==> config.mk <==
export PLATFORM = sky130hd
export DESIGN_NAME = nal_rtp_payload_packetizer
export DESIGN_NICKNAME = d
export VERILOG_FILES = /design/src/sv/nrp_pkg.sv /design/src/sv/nrp_engine.sv /design/src/sv/nal_rtp_payload_packetizer.sv
export SDC_FILE = /design/constraint.sdc
export NUM_CORES = 1
export LEC_CHECK = 0
export BUFFER_PORTS_ARGS = -buffer_cell sky130_fd_sc_hd__buf_2
export CAP_MARGIN = 20
export CORE_ASPECT_RATIO = 1.5
export CORE_UTILIZATION = 58
export DETAILED_ROUTE_END_ITERATION = 10
export PLACE_DENSITY_LB_ADDON = 0.1
export SLEW_MARGIN = 20
export SYNTH_ARGS = -nofsm -noshare
export SYNTH_HDL_FRONTEND = slang
export SYNTH_HIERARCHICAL = 1
export SYNTH_SLANG_ARGS = --single-unit
==> constraint.sdc <==
create_clock -name clock -period 8.65 [get_ports clock]
set_input_delay 1.2975 -clock clock [delete_from_list [all_inputs] [get_ports clock]]
set_output_delay 1.2975 -clock clock [all_outputs]
set_load 0.1 [all_outputs]
==> src/sv/nrp_pkg.sv <==
// Shared types, codes and constants of the NAL unit RTP payload packetizer.
package nrp_pkg;

   // Size field width taken from nal_size and next_size
   localparam int LengthBits = 16;
   localparam logic [15:0] SizeMask = 16'((32'd1 << LengthBits) - 1);

   // Payload limit register
   localparam logic [15:0] ResetLimit = 16'd1400;
   localparam logic [15:0] MinLimit   = 16'd16;

   // Most results one transaction can cause
   localparam int MaxResults = 6;
   localparam int CountBits  = 3;

   // Payload header bytes
   localparam logic [7:0] ApType   = 8'd48;
   localparam logic [7:0] FuType   = 8'd49;
   localparam logic [7:0] TypeMask = 8'h3F;
   localparam logic [7:0] SBit     = 8'h80;
   localparam logic [7:0] EBit     = 8'h40;

   // Request function codes
   localparam logic FuncData  = 1'b0;
   localparam logic FuncFlush = 1'b1;

   // Packet kind codes
   localparam logic [1:0] KindSingle = 2'd0;
   localparam logic [1:0] KindAgg    = 2'd1;
   localparam logic [1:0] KindFrag   = 2'd2;

   // Unit handling state
   typedef enum logic [3:0] {
      ModeIdle   = 4'b0001,
      ModeSingle = 4'b0010,
      ModeAgg    = 4'b0100,
      ModeFrag   = 4'b1000
   } mode_type;

   // One result transaction
   typedef struct packed {
      logic [7:0]  out_byte;
      logic        byte_valid;
      logic        packet_end;
      logic [1:0]  packet_kind;
      logic [15:0] seq_number;
      logic        last_of_step;
   } result_type;

   // All results of one request transaction
   typedef struct packed {
      result_type [MaxResults-1:0] item;
      logic [CountBits-1:0]        count;
   } burst_type;

   function automatic result_type make_result(input logic [7:0] b, input logic valid,
                                              input logic pend, input logic [1:0] kind,
                                              input logic [15:0] seq);
      result_type r;
      r.out_byte     = b;
      r.byte_valid   = valid;
      r.packet_end   = pend;
      r.packet_kind  = kind;
      r.seq_number   = seq;
      r.last_of_step = 1'b0;
      return r;
   endfunction

endpackage

==> src/sv/nrp_engine.sv <==
// Packetizer state and the single-pass step logic that builds all results of one transaction.
module nrp_engine (
   input  logic                clock,
   input  logic                reset,
   input  logic                accept,
   input  logic                func,
   input  logic [7:0]          data_byte,
   input  logic                first_of_nal,
   input  logic [15:0]         nal_size,
   input  logic [15:0]         next_size,
   input  logic [15:0]         limit,
   output nrp_pkg::burst_type  step
);

   nrp_pkg::mode_type mode_ff, mode_in;
   logic        agg_open_ff, agg_open_in;
   logic [15:0] agg_len_ff, agg_len_in;
   logic [15:0] byte_pos_ff, byte_pos_in;
   logic [15:0] unit_len_ff, unit_len_in;
   logic [15:0] fill_ff, fill_in;
   logic [5:0]  unit_type_ff, unit_type_in;
   logic [15:0] seq_ff, seq_in;

   // Step logic: mirrors the per-byte packetizing decisions in one pass
   always_comb begin
      logic [15:0] n;
      logic [15:0] nx;
      logic [15:0] lim;
      logic [15:0] maxd;
      logic [15:0] seq;
      logic [16:0] pos_inc;
      logic [15:0] fill;
      logic        done;
      logic        last_frag;
      logic [nrp_pkg::CountBits-1:0] cnt;

      mode_in      = mode_ff;
      agg_open_in  = agg_open_ff;
      agg_len_in   = agg_len_ff;
      byte_pos_in  = byte_pos_ff;
      unit_len_in  = unit_len_ff;
      fill_in      = fill_ff;
      unit_type_in = unit_type_ff;
      step         = '0;
      cnt          = '0;
      seq          = seq_ff;
      fill         = fill_ff;
      last_frag    = 1'b0;

      n = nal_size & nrp_pkg::SizeMask;
      if (n == 16'd0) begin
         n = 16'd1;
      end
      nx      = next_size & nrp_pkg::SizeMask;
      lim     = (limit < nrp_pkg::MinLimit) ? nrp_pkg::MinLimit : limit;
      maxd    = lim - 16'd3;
      pos_inc = {1'b0, byte_pos_ff} + 17'd1;
      done    = (pos_inc >= {1'b0, unit_len_ff});

      if (accept) begin
         if (func == nrp_pkg::FuncFlush) begin
            // flush closes an open aggregation packet between units
            if (mode_ff == nrp_pkg::ModeIdle && agg_open_ff) begin
               step.item[cnt] = nrp_pkg::make_result(8'd0, 1'b0, 1'b1, nrp_pkg::KindAgg, seq);
               cnt = cnt + 1'b1;
               seq = seq + 16'd1;
               agg_open_in = 1'b0;
               agg_len_in  = 16'd0;
            end
         end else if (mode_ff == nrp_pkg::ModeIdle) begin
            // first byte of a unit picks the packet form
            if (first_of_nal) begin
               unit_len_in = n;
               byte_pos_in = 16'd1;
               if (n >= lim) begin
                  if (agg_open_ff) begin
                     step.item[cnt] = nrp_pkg::make_result(8'd0, 1'b0, 1'b1,
                                                           nrp_pkg::KindAgg, seq);
                     cnt = cnt + 1'b1;
                     seq = seq + 16'd1;
                     agg_open_in = 1'b0;
                     agg_len_in  = 16'd0;
                  end
                  mode_in = nrp_pkg::ModeFrag;
                  fill_in = 16'd0;
               end else begin
                  // close the open aggregation when this unit does not fit
                  if (agg_open_in &&
                      ({2'b00, agg_len_in} + 18'd2 + {2'b00, n} > {2'b00, lim})) begin
                     step.item[cnt] = nrp_pkg::make_result(8'd0, 1'b0, 1'b1,
                                                           nrp_pkg::KindAgg, seq);
                     cnt = cnt + 1'b1;
                     seq = seq + 16'd1;
                     agg_open_in = 1'b0;
                     agg_len_in  = 16'd0;
                  end
                  // open a new aggregation when this and the next unit fit together
                  if (!agg_open_in && nx != 16'd0 &&
                      (18'd6 + {2'b00, n} + {2'b00, nx} <= {2'b00, lim})) begin
                     step.item[cnt] = nrp_pkg::make_result(8'd0, 1'b1, 1'b0,
                                                           nrp_pkg::KindAgg, seq);
                     cnt = cnt + 1'b1;
                     step.item[cnt] = nrp_pkg::make_result(nrp_pkg::ApType, 1'b1, 1'b0,
                                                           nrp_pkg::KindAgg, seq);
                     cnt = cnt + 1'b1;
                     agg_open_in = 1'b1;
                     agg_len_in  = 16'd2;
                  end
                  if (agg_open_in) begin
                     step.item[cnt] = nrp_pkg::make_result(8'(n >> 8), 1'b1, 1'b0,
                                                           nrp_pkg::KindAgg, seq);
                     cnt = cnt + 1'b1;
                     step.item[cnt] = nrp_pkg::make_result(n[7:0], 1'b1, 1'b0,
                                                           nrp_pkg::KindAgg, seq);
                     cnt = cnt + 1'b1;
                     step.item[cnt] = nrp_pkg::make_result(data_byte, 1'b1, 1'b0,
                                                           nrp_pkg::KindAgg, seq);
                     cnt = cnt + 1'b1;
                     agg_len_in = agg_len_in + 16'd2 + n;
                     mode_in = (n == 16'd1) ? nrp_pkg::ModeIdle : nrp_pkg::ModeAgg;
                  end else if (n == 16'd1) begin
                     step.item[cnt] = nrp_pkg::make_result(data_byte, 1'b1, 1'b1,
                                                           nrp_pkg::KindSingle, seq);
                     cnt = cnt + 1'b1;
                     seq = seq + 16'd1;
                     mode_in = nrp_pkg::ModeIdle;
                  end else begin
                     step.item[cnt] = nrp_pkg::make_result(data_byte, 1'b1, 1'b0,
                                                           nrp_pkg::KindSingle, seq);
                     cnt = cnt + 1'b1;
                     mode_in = nrp_pkg::ModeSingle;
                  end
               end
            end
         end else begin
            // later bytes of a unit; a first mark here is ignored
            case (mode_ff)
               nrp_pkg::ModeSingle: begin
                  step.item[cnt] = nrp_pkg::make_result(data_byte, 1'b1, done,
                                                        nrp_pkg::KindSingle, seq);
                  cnt = cnt + 1'b1;
                  if (done) begin
                     seq = seq + 16'd1;
                  end
               end
               nrp_pkg::ModeAgg: begin
                  step.item[cnt] = nrp_pkg::make_result(data_byte, 1'b1, 1'b0,
                                                        nrp_pkg::KindAgg, seq);
                  cnt = cnt + 1'b1;
               end
               nrp_pkg::ModeFrag: begin
                  if (byte_pos_ff == 16'd0) begin
                     // unit header byte 0 is dropped
                  end else if (byte_pos_ff == 16'd1) begin
                     // unit header byte 1 gives the type; first fragment headers go out
                     unit_type_in = data_byte[5:0];
                     last_frag = ((unit_len_ff - 16'd2) <= maxd);
                     step.item[cnt] = nrp_pkg::make_result(8'd0, 1'b1, 1'b0,
                                                           nrp_pkg::KindFrag, seq);
                     cnt = cnt + 1'b1;
                     step.item[cnt] = nrp_pkg::make_result(nrp_pkg::FuType, 1'b1, 1'b0,
                                                           nrp_pkg::KindFrag, seq);
                     cnt = cnt + 1'b1;
                     step.item[cnt] = nrp_pkg::make_result(
                        nrp_pkg::SBit | (last_frag ? nrp_pkg::EBit : 8'd0) |
                        ({2'b00, data_byte[5:0]} & nrp_pkg::TypeMask),
                        1'b1, 1'b0, nrp_pkg::KindFrag, seq);
                     cnt = cnt + 1'b1;
                     fill_in = 16'd0;
                  end else begin
                     fill = fill_ff + 16'd1;
                     fill_in = fill;
                     if (done) begin
                        step.item[cnt] = nrp_pkg::make_result(data_byte, 1'b1, 1'b1,
                                                              nrp_pkg::KindFrag, seq);
                        cnt = cnt + 1'b1;
                        seq = seq + 16'd1;
                        fill_in = 16'd0;
                     end else if (fill >= maxd) begin
                        // fragment full: close it and open the next one
                        step.item[cnt] = nrp_pkg::make_result(data_byte, 1'b1, 1'b1,
                                                              nrp_pkg::KindFrag, seq);
                        cnt = cnt + 1'b1;
                        seq = seq + 16'd1;
                        last_frag = ((unit_len_ff - pos_inc[15:0]) <= maxd);
                        step.item[cnt] = nrp_pkg::make_result(8'd0, 1'b1, 1'b0,
                                                              nrp_pkg::KindFrag, seq);
                        cnt = cnt + 1'b1;
                        step.item[cnt] = nrp_pkg::make_result(nrp_pkg::FuType, 1'b1, 1'b0,
                                                              nrp_pkg::KindFrag, seq);
                        cnt = cnt + 1'b1;
                        step.item[cnt] = nrp_pkg::make_result(
                           (last_frag ? nrp_pkg::EBit : 8'd0) |
                           ({2'b00, unit_type_ff} & nrp_pkg::TypeMask),
                           1'b1, 1'b0, nrp_pkg::KindFrag, seq);
                        cnt = cnt + 1'b1;
                        fill_in = 16'd0;
                     end else begin
                        step.item[cnt] = nrp_pkg::make_result(data_byte, 1'b1, 1'b0,
                                                              nrp_pkg::KindFrag, seq);
                        cnt = cnt + 1'b1;
                     end
                  end
               end
               default: begin
               end
            endcase
            byte_pos_in = pos_inc[15:0];
            if (done) begin
               mode_in     = nrp_pkg::ModeIdle;
               byte_pos_in = 16'd0;
            end
         end
      end

      // tag the final result of this transaction
      if (cnt != '0) begin
         step.item[cnt - 1'b1].last_of_step = 1'b1;
      end
      step.count = cnt;
      seq_in     = seq;
   end

   // State registers
   always_ff @(posedge clock) begin
      if (reset) begin
         mode_ff      <= nrp_pkg::ModeIdle;
         agg_open_ff  <= 1'b0;
         agg_len_ff   <= 16'd0;
         byte_pos_ff  <= 16'd0;
         unit_len_ff  <= 16'd0;
         fill_ff      <= 16'd0;
         unit_type_ff <= 6'd0;
         seq_ff       <= 16'd0;
      end else begin
         mode_ff      <= mode_in;
         agg_open_ff  <= agg_open_in;
         agg_len_ff   <= agg_len_in;
         byte_pos_ff  <= byte_pos_in;
         unit_len_ff  <= unit_len_in;
         fill_ff      <= fill_in;
         unit_type_ff <= unit_type_in;
         seq_ff       <= seq_in;
      end
   end

endmodule

==> src/sv/nal_rtp_payload_packetizer.sv <==
// NAL unit RTP payload packetizer: request channel, result burst buffer and output register.
//
// Takes NAL units one byte per request transaction and returns RTP payload bytes (single,
// aggregation or fragment packets, no RTP header) one per result transaction. A request
// that causes one result is taken every cycle unless the result port stalls; one that causes
// up to 6 (at aggregation and fragment headers) holds the request side until its burst drains,
// since the result port moves one byte per cycle. The user must write the payload limit
// through the csr port only while the block is idle; the block does not enforce this.
module nal_rtp_payload_packetizer (
   input  logic        clock,
   input  logic        reset,
   input  logic        req_valid,
   output logic        req_ready,
   input  logic        req_func,
   input  logic [7:0]  req_data_byte,
   input  logic        req_first_of_nal,
   input  logic [15:0] req_nal_size,
   input  logic [15:0] req_next_size,
   output logic        rsp_valid,
   input  logic        rsp_ready,
   output logic [7:0]  rsp_out_byte,
   output logic        rsp_byte_valid,
   output logic        rsp_packet_end,
   output logic [1:0]  rsp_packet_kind,
   output logic [15:0] rsp_seq_number,
   output logic        rsp_last_of_step,
   input  logic        csr_valid,
   output logic        csr_ready,
   input  logic [15:0] csr_payload_limit
);

   logic [15:0]        limit_ff;
   logic               req_accept;
   logic               out_load;
   nrp_pkg::burst_type step;
   nrp_pkg::burst_type burst_ff, burst_in;
   logic [nrp_pkg::CountBits-1:0] count_ff, count_in;
   nrp_pkg::result_type out_ff, out_in;
   logic               out_valid_ff, out_valid_in;

   // Payload limit register
   assign csr_ready = 1'b1;
   always_ff @(posedge clock) begin
      if (reset) begin
         limit_ff <= nrp_pkg::ResetLimit;
      end else if (csr_valid && csr_ready) begin
         limit_ff <= csr_payload_limit;
      end
   end

   // A request is taken once the burst buffer drains this cycle
   assign out_load   = !out_valid_ff || rsp_ready;
   assign req_ready  = (count_ff == '0) ||
                       (count_ff == nrp_pkg::CountBits'(1) && out_load);
   assign req_accept = req_valid && req_ready;

   nrp_engine u_engine (
      .clock        (clock),
      .reset        (reset),
      .accept       (req_accept),
      .func         (req_func),
      .data_byte    (req_data_byte),
      .first_of_nal (req_first_of_nal),
      .nal_size     (req_nal_size),
      .next_size    (req_next_size),
      .limit        (limit_ff),
      .step         (step)
   );

   // Burst buffer shifts one result into the output register per cycle while the output can load
   always_comb begin
      burst_in     = burst_ff;
      count_in     = count_ff;
      out_in       = out_ff;
      out_valid_in = out_valid_ff;
      if (out_load) begin
         out_valid_in = (count_ff != '0);
         out_in       = burst_ff.item[0];
         if (count_ff != '0) begin
            for (int i = 0; i < nrp_pkg::MaxResults - 1; i++) begin
               burst_in.item[i] = burst_ff.item[i+1];
            end
            count_in = count_ff - 1'b1;
         end
      end
      if (req_accept) begin
         burst_in = step;
         count_in = step.count;
      end
   end

   always_ff @(posedge clock) begin
      if (reset) begin
         count_ff     <= '0;
         out_valid_ff <= 1'b0;
      end else begin
         count_ff     <= count_in;
         out_valid_ff <= out_valid_in;
      end
   end

   always_ff @(posedge clock) begin
      burst_ff <= burst_in;
      out_ff   <= out_in;
   end

   // Result port
   assign rsp_valid        = out_valid_ff;
   assign rsp_out_byte     = out_ff.out_byte;
   assign rsp_byte_valid   = out_ff.byte_valid;
   assign rsp_packet_end   = out_ff.packet_end;
   assign rsp_packet_kind  = out_ff.packet_kind;
   assign rsp_seq_number   = out_ff.seq_number;
   assign rsp_last_of_step = out_ff.last_of_step;

   // A bare end marker only ever closes an aggregation packet, with a zero byte
   assert property (@(posedge clock) disable iff (reset)
      rsp_valid && !rsp_byte_valid |->
         rsp_packet_end && rsp_packet_kind == nrp_pkg::KindAgg && rsp_out_byte == 8'd0)
      else $error("bare end marker outside an aggregation close");

   // The burst buffer never holds more than one transaction's results
   assert property (@(posedge clock) disable iff (reset)
      count_ff <= nrp_pkg::CountBits'(nrp_pkg::MaxResults))
      else $error("burst buffer overfilled");

   // The output register is filled only when the burst buffer had something to give
   assert property (@(posedge clock) disable iff (reset)
      out_load && count_ff == '0 |=> !rsp_valid)
      else $error("result shown with nothing pending");

endmodule

* Word level (Yosys, flattened, before mapping) *
Index checks and enable logic that the tools add are counted.
W data, S select, Z words.

cells by class
  add/sub/neg operators = 20
  order comparisons = 20
  eq/ne operators = 18
  muxes and demuxes = 158
  bitwise operators = 5
  reduce and logical (&&, ||, !) cells = 39

operators with widths
  cell                     count
  $mux W174                11
  $bwmux W174              8
  $mux W16                 46
  $mux W145                4
  $demux W29 S3            6
  $mux W29                 13
  $mux W87                 4
  $mux W116                2
  $mux W148                1
  $mux W20                 5
  $pmux W29 S3             1
  $mux W3                  25
  $mux W58                 1
  $add A16 B1 Y16 const B  3
  $add A18 B16 Y18         2
  $eq A16 B1 Y1 const B    2
  $ge A16 B16 Y1           2
  $le A16 B16 Y1           2
  $logic_not A16 Y1        2
  $pmux W16 S2             1
  $sub A16 B2 Y16 const B  2
  $lt A3 B4 Y1 const B     6
  $mux W1                  21
  $mux W4                  5
  45 further kinds         85

storage, ports and cells
  register bits = 317
  bits of input ports = 63
  output and inout port bits = 32
  word-level logic and storage cells = 314

* Logic depth before layout (Yosys ltp) *
  word-level depth = 37
  depth in mapped cells = 45
  mapped depth without buffers = 40

* Cells and area by module *
Netlist, hierarchy kept.

modules (own cells, without submodules)
  module                      instances  cells each  area each (um^2)  seq. area each (um^2)
  nrp_engine                  1          2249        15613.7           1821.7
  nal_rtp_payload_packetizer  1          454         9394.0            6496.2

* Least setup slack after synthesis *
OpenSTA, ideal clock, no wires.

  path kind = in2reg
  start point = input port req_nal_size[2]
  end point = register u_engine.agg_len_ff[15]
  library setup time = 132 ps
  data arrival time = 8925 ps
  required time = 8518 ps
  path slack = -407 ps
  stages on the path = 44
  path buffers = 5
  cells stage by stage = clkbuf_1 > nor3_1 > and4_1 > clkbuf_1 > nor2_1 > inv_1 > ha_1 > ha_1 > fa_1 > a21oi_1 > o211ai_1 > and2_1 > o21ai_0 > nand2b_1 > a21o_1 > a21oi_1 > xnor2_1 > ha_1 > (+8 left out) > buf_2 > buf_1 > a21oi_1 > ha_1 > inv_1 > ha_1 > inv_1 > fa_1 > inv_1 > a21oi_1 > o21bai_1 > a21o_1 > a31o_2 > nand4_1 > a31o_2 > a2111oi_0 > mux2i_1 > a21oi_1

between the ends
  cells in the longest elaborated chain, start to end = 27
  elaborated cells between the ends (all ways) = 40
  classes of those cells = 5 x add/sub; 3 x order compare; 1 x eq/ne; 25 x mux; 6 x reduce/logical

ends and longest elaborated chain
  what                  line                              source
  start, declared       nal_rtp_payload_packetizer.sv:17  input logic [15:0] req_nal_size,
  $logic_not A16 Y1     nrp_engine.sv:51                  if (n == 16'd0) begin
  $mux W16 (*)          nrp_engine.sv:51
  $add A18 B16 Y18      nrp_engine.sv:89                  ({2'b00, agg_len_in} + 18'd2 + {2'b00, n} > {2'b00, lim})) begin
  $gt A18 B16 Y1        nrp_engine.sv:89
  $logic_and A1 B1 Y1   nrp_engine.sv:88                  if (agg_open_in &&
  $mux W1               nrp_engine.sv:88
  $mux W1               nrp_engine.sv:75                  if (n >= lim) begin
  $mux W1               nrp_engine.sv:72                  if (first_of_nal) begin
  (+11 left out)        n/a
  $mux W16              nrp_engine.sv:60                  if (accept) begin
  $add A16 B2 Y16       nrp_engine.sv:119                 agg_len_in = agg_len_in + 16'd2 + n;
  $add A16 B16 Y16      nrp_engine.sv:119
  $mux W16              nrp_engine.sv:109                 if (agg_open_in) begin
  $mux W16              nrp_engine.sv:75
  $mux W16              nrp_engine.sv:72
  $mux W16              nrp_engine.sv:70                  end else if (mode_ff == nrp_pkg::ModeIdle) begin
  $mux W16              nrp_engine.sv:61                  if (func == nrp_pkg::FuncFlush) begin
  end signal, assigned  nrp_engine.sv:238                 agg_len_ff <= agg_len_in;
  end, declared         nrp_engine.sv:17                  logic [15:0] agg_len_ff, agg_len_in;

Every way passes the cells marked *; elsewhere a longest branch is shown, timed or not. The select of a mux whose other input is x is not followed.
A chain may end at the register's enable or synchronous reset.

* Worst setup path in the final report *
  start point = input port req_nal_size[15]
  end point = register u_engine.agg_len_ff[15]

Same word-level chain as after synthesis.

==> impl_metrics.yaml <==
status:
  status: "finished, final reports clean"
worst_setup_path:
  crit_path_max_fanout: 5
  required_ns: 9.02
  cp-start-kind: "primary input"
  crit_path_end_kind: "flip-flop"
  cp.arrival_ns: 8.72
  r2r_start: "u_engine/agg_len_ff[1]"
  slowest_stage: "fa_2"
  ff2ff_setup_slack_ns: 1.35
  reg2regPathDepth: 37
  r2r_end: "u_engine/agg_len_ff[15]"
  max_stage_delay_ns: 0.43
  cp_common_cell: "ha_1"
  critPathKind: "in2reg"
die:
  core_area_mm2: 0.0422
  start_util_pct: 59.2
  die_h_um: 256
  dieWidth_um: 172
  io_pins: 95
  rows: 92
  fp.dieArea_mm2: 0.0440
clocking:
  clock-sinks: 314
  hold_buffers: 0
  clkTransAtPathRegs_ns: 0.06
  cts_buffer_depth: 3
  cts-root-buf: "clkbuf_16"
  cts-htree-levels: 2
  insertion_delay_ns: 0.54
  tritoncts: "done"
  numCtsBuffers: 35
min_path:
  hp-class: "reg2reg"
  min_path_cells: 0
  hold-path-endpoint: "rsp_seq_number[0]"
  min_from: "burst_ff[4]"
yosys:
  yosysWarnings: 6
  syn_area_mm2: 0.0250
  ys_seq_area_share_pct: 33.3
  synthMuxAreaShare_pct: 10.3
  async_flop_share_pct: 0
  synth_top_family_by_area: "compound AO/OA/AOI/OAI gates"
  synth_simple_gate_area_share_pct: 16.5
  synthAdderAreaFrac_pct: 12.3
  synth_compound_area_share_pct: 17.3
  synth_largest_area_cell: "edfxtp_1"
  synthFlopType: "edfxtp_1"
  synth_seq_cells: 314
  synthCells: 2703
  ys_top_cells_by_area: "edfxtp_1 (24%), ha_1 (12%), dfxtp_1 (8.9%)"
  synth_edf_count: 203
  yosys.area_share.xor_xnor_pct: 4.71
  synth_cell_types: 101
  syn_area_per_cell_um2: 9.25
  yosysTopAreaCellShare_pct: 24.4
sta:
  finalSetupViolations: 0
  hold_viol: 0
  fin_worst_skew_ns: 0.0260
  period_needed_ns: 8.35
  drv_slew: 0
  maxSlewHeadroom_pct: 19.6
  rsz0062_at_grt: "false"
  tns_ns: 0
  tightest_slew_ns: 1.20
  fin_ws_ns: 0.296
  clock.fmax_mhz: 120
  post-route-period-util_pct: 96.6
placed_design:
  io_buffers: 93
  place.gp.congestion: 0.979
  dp_hpwl_mm: 57.1
  place_ws_ns: -0.150
global_route:
  grt-ovfl-total: 0
  antenna_found_initial: 3
  first_global_vias: 21400
  grt_usage_pct: 35.1
  grt_first_pass_wirelength_mm: 119
  grt_max_degree: 82
finish:
  final_common_cell: "nor2_1"
  syn2layout_area_growth_pct: 10.7
  mostFrequentLayoutCells: "nor2_1 (277), ha_1 (240), a21oi_1 (219), nand2_1 (213), edfxtp_1 (203)"
  final_core_util_pct: 65.5
  seq_area_mm2: 0.00832
  multiInputGateArea_mm2: 0.0154
  drive_gt1_share_pct: 17.8
  fill_cells: 3513
  finalNetCount: 3127
power_and_ir_drop:
  p_leak_nw: 11.8
  finalPower_mw: 7.20
  power_density_mw_per_mm2: 260
  peakVddDrop_uv: 187
detailed_routing:
  wl_per_cell_um: 22.8
  drc: 0
  drt_iter0_markers: 1803
  ant_nets: 0
  first_pass_iters: 8
  routed-via-count: 21700
  viasPerCell: 6.35
  totalWireLength_mm: 77.9
run:
  drv_cap: 0
[critical path, delay by kind of cell]
family	cells	cell delay, ns
XOR/XNOR	1	0.17
adder cells (fa/ha/maj)	7	2.01
AND/OR/NAND/NOR	9	1.37
AO/OA/AOI/OAI	14	2.63
multiplexers	1	0.21
buffers and inverters	9	0.98
[layer usage]
metal	wire length (um)	up-vias	track usage (%)
met5	13	-	0
met4	5570	2	23.1
met3	4710	288	4.65
met2	38900	903	61.9
met1	28700	10400	38.9
li1	-	10100	-
[metrics by stage]
| stage | cell area [um^2] | std cells | hold slack [ns] |
|---|---|---|---|
| after global placement | 26500 | 3346 | 0.401 |
| after global routing | 27700 | 3409 | 0.422 |
| after floorplan | 25100 | 2706 | 0.400 |
| after CTS | 27600 | 3408 | 0.419 |
| final | 27700 | 3410 | 0.417 |
| after detailed placement | 26500 | 3346 | 0.405 |
[how the worst max path moves through the flow]
stage | startpoint | endpoint | slack, ns | cells past startpoint
2_1_floorplan | req_nal_size[2] | u_engine/agg_len_ff[15] | 0.006 | 40
3_3_place_gp | req_nal_size[15] | u_engine/agg_len_ff[15] | -0.0002 | 41
3_5_place_dp | req_nal_size[15] | u_engine/agg_len_ff[15] | -0.15 | 41
4_1_cts | req_nal_size[15] | u_engine/agg_len_ff[15] | 0.37 | 41
5_1_grt | req_nal_size[15] | u_engine/agg_len_ff[15] | 0.008 | 41
6_report | req_nal_size[15] | u_engine/agg_len_ff[15] | 0.30 | 41
[final cells by class]
class / instances / area share (%)
multi-input combinational: 2099 / 55.6
tap: 564 / 2.55
clock buffer: 38 / 3.28
sequential: 314 / 30.0
inverter: 126 / 1.71
timing repair buffer: 244 / 5.97
clock inverter: 24 / 0.818
antenna: 1 / 0.00904
[sequential cells by signal (all words and copies together), names as in the netlist, 8 cells and up]
register	count
u_engine/byte_pos_ff	16
rsp_seq_number	16
u_engine/fill_ff	16
u_engine/seq_ff	16
u_engine/agg_len_ff	16
rsp_out_byte	8
limit_ff	16
burst_ff	174
u_engine/unit_len_ff	16
[power by group]
| part | total (mW) | leakage [nW] | switching [mW] | internal, mW |
|---|---|---|---|---|
| Clock | 1.50 | 0.549 | 0.647 | 0.857 |
| Sequential | 2.45 | 3.03 | 0.170 | 2.28 |
| Combinational | 3.25 | 8.18 | 2.02 | 1.22 |
| Total | 7.20 | 11.8 | 2.84 | 4.36 |
[synthesized netlist by cell type (11+ instances only)]
master and count:
nand2b_1 17, nor4_1 20, inv_1 121, and3_1 47
a22o_1 12, a31oi_1 12, nor3_1 53, a211oi_1 20
o211ai_1 11, and2_1 26, clkbuf_1 122, o21ai_0 138
a21o_1 38, dfxtp_1 111, a21oi_1 220, mux2i_1 35
mux2_2 23, o31ai_1 14, nor2b_1 23, buf_12 13
edfxtp_1 203, xnor2_1 89, or3_1 18, nor2_1 281
a22oi_1 43, mux2_4 128, xor2_1 38, nand3b_1 17
nand3_1 82, nand2_1 213, a221oi_1 14, o21a_1 27
nand4_1 25, ha_1 240
[timing repair]
action / 4_1_cts / 5_1_grt
buffers inserted: 0 / 1
resized for setup: 0 / 9
endpoints found under the setup margin: 0 / 2
[cell families after synthesis]
| group | after synthesis |
|---|---|
| fa+ha+maj | 244 |
| mux | 189 |
| buf+inv | 293 |
| other cells | 2 |
| simple gates | 864 |
| xor+xnor | 131 |
| compound gates | 666 |
| flops | 314 |
Power figures use the tool's default switching activity.
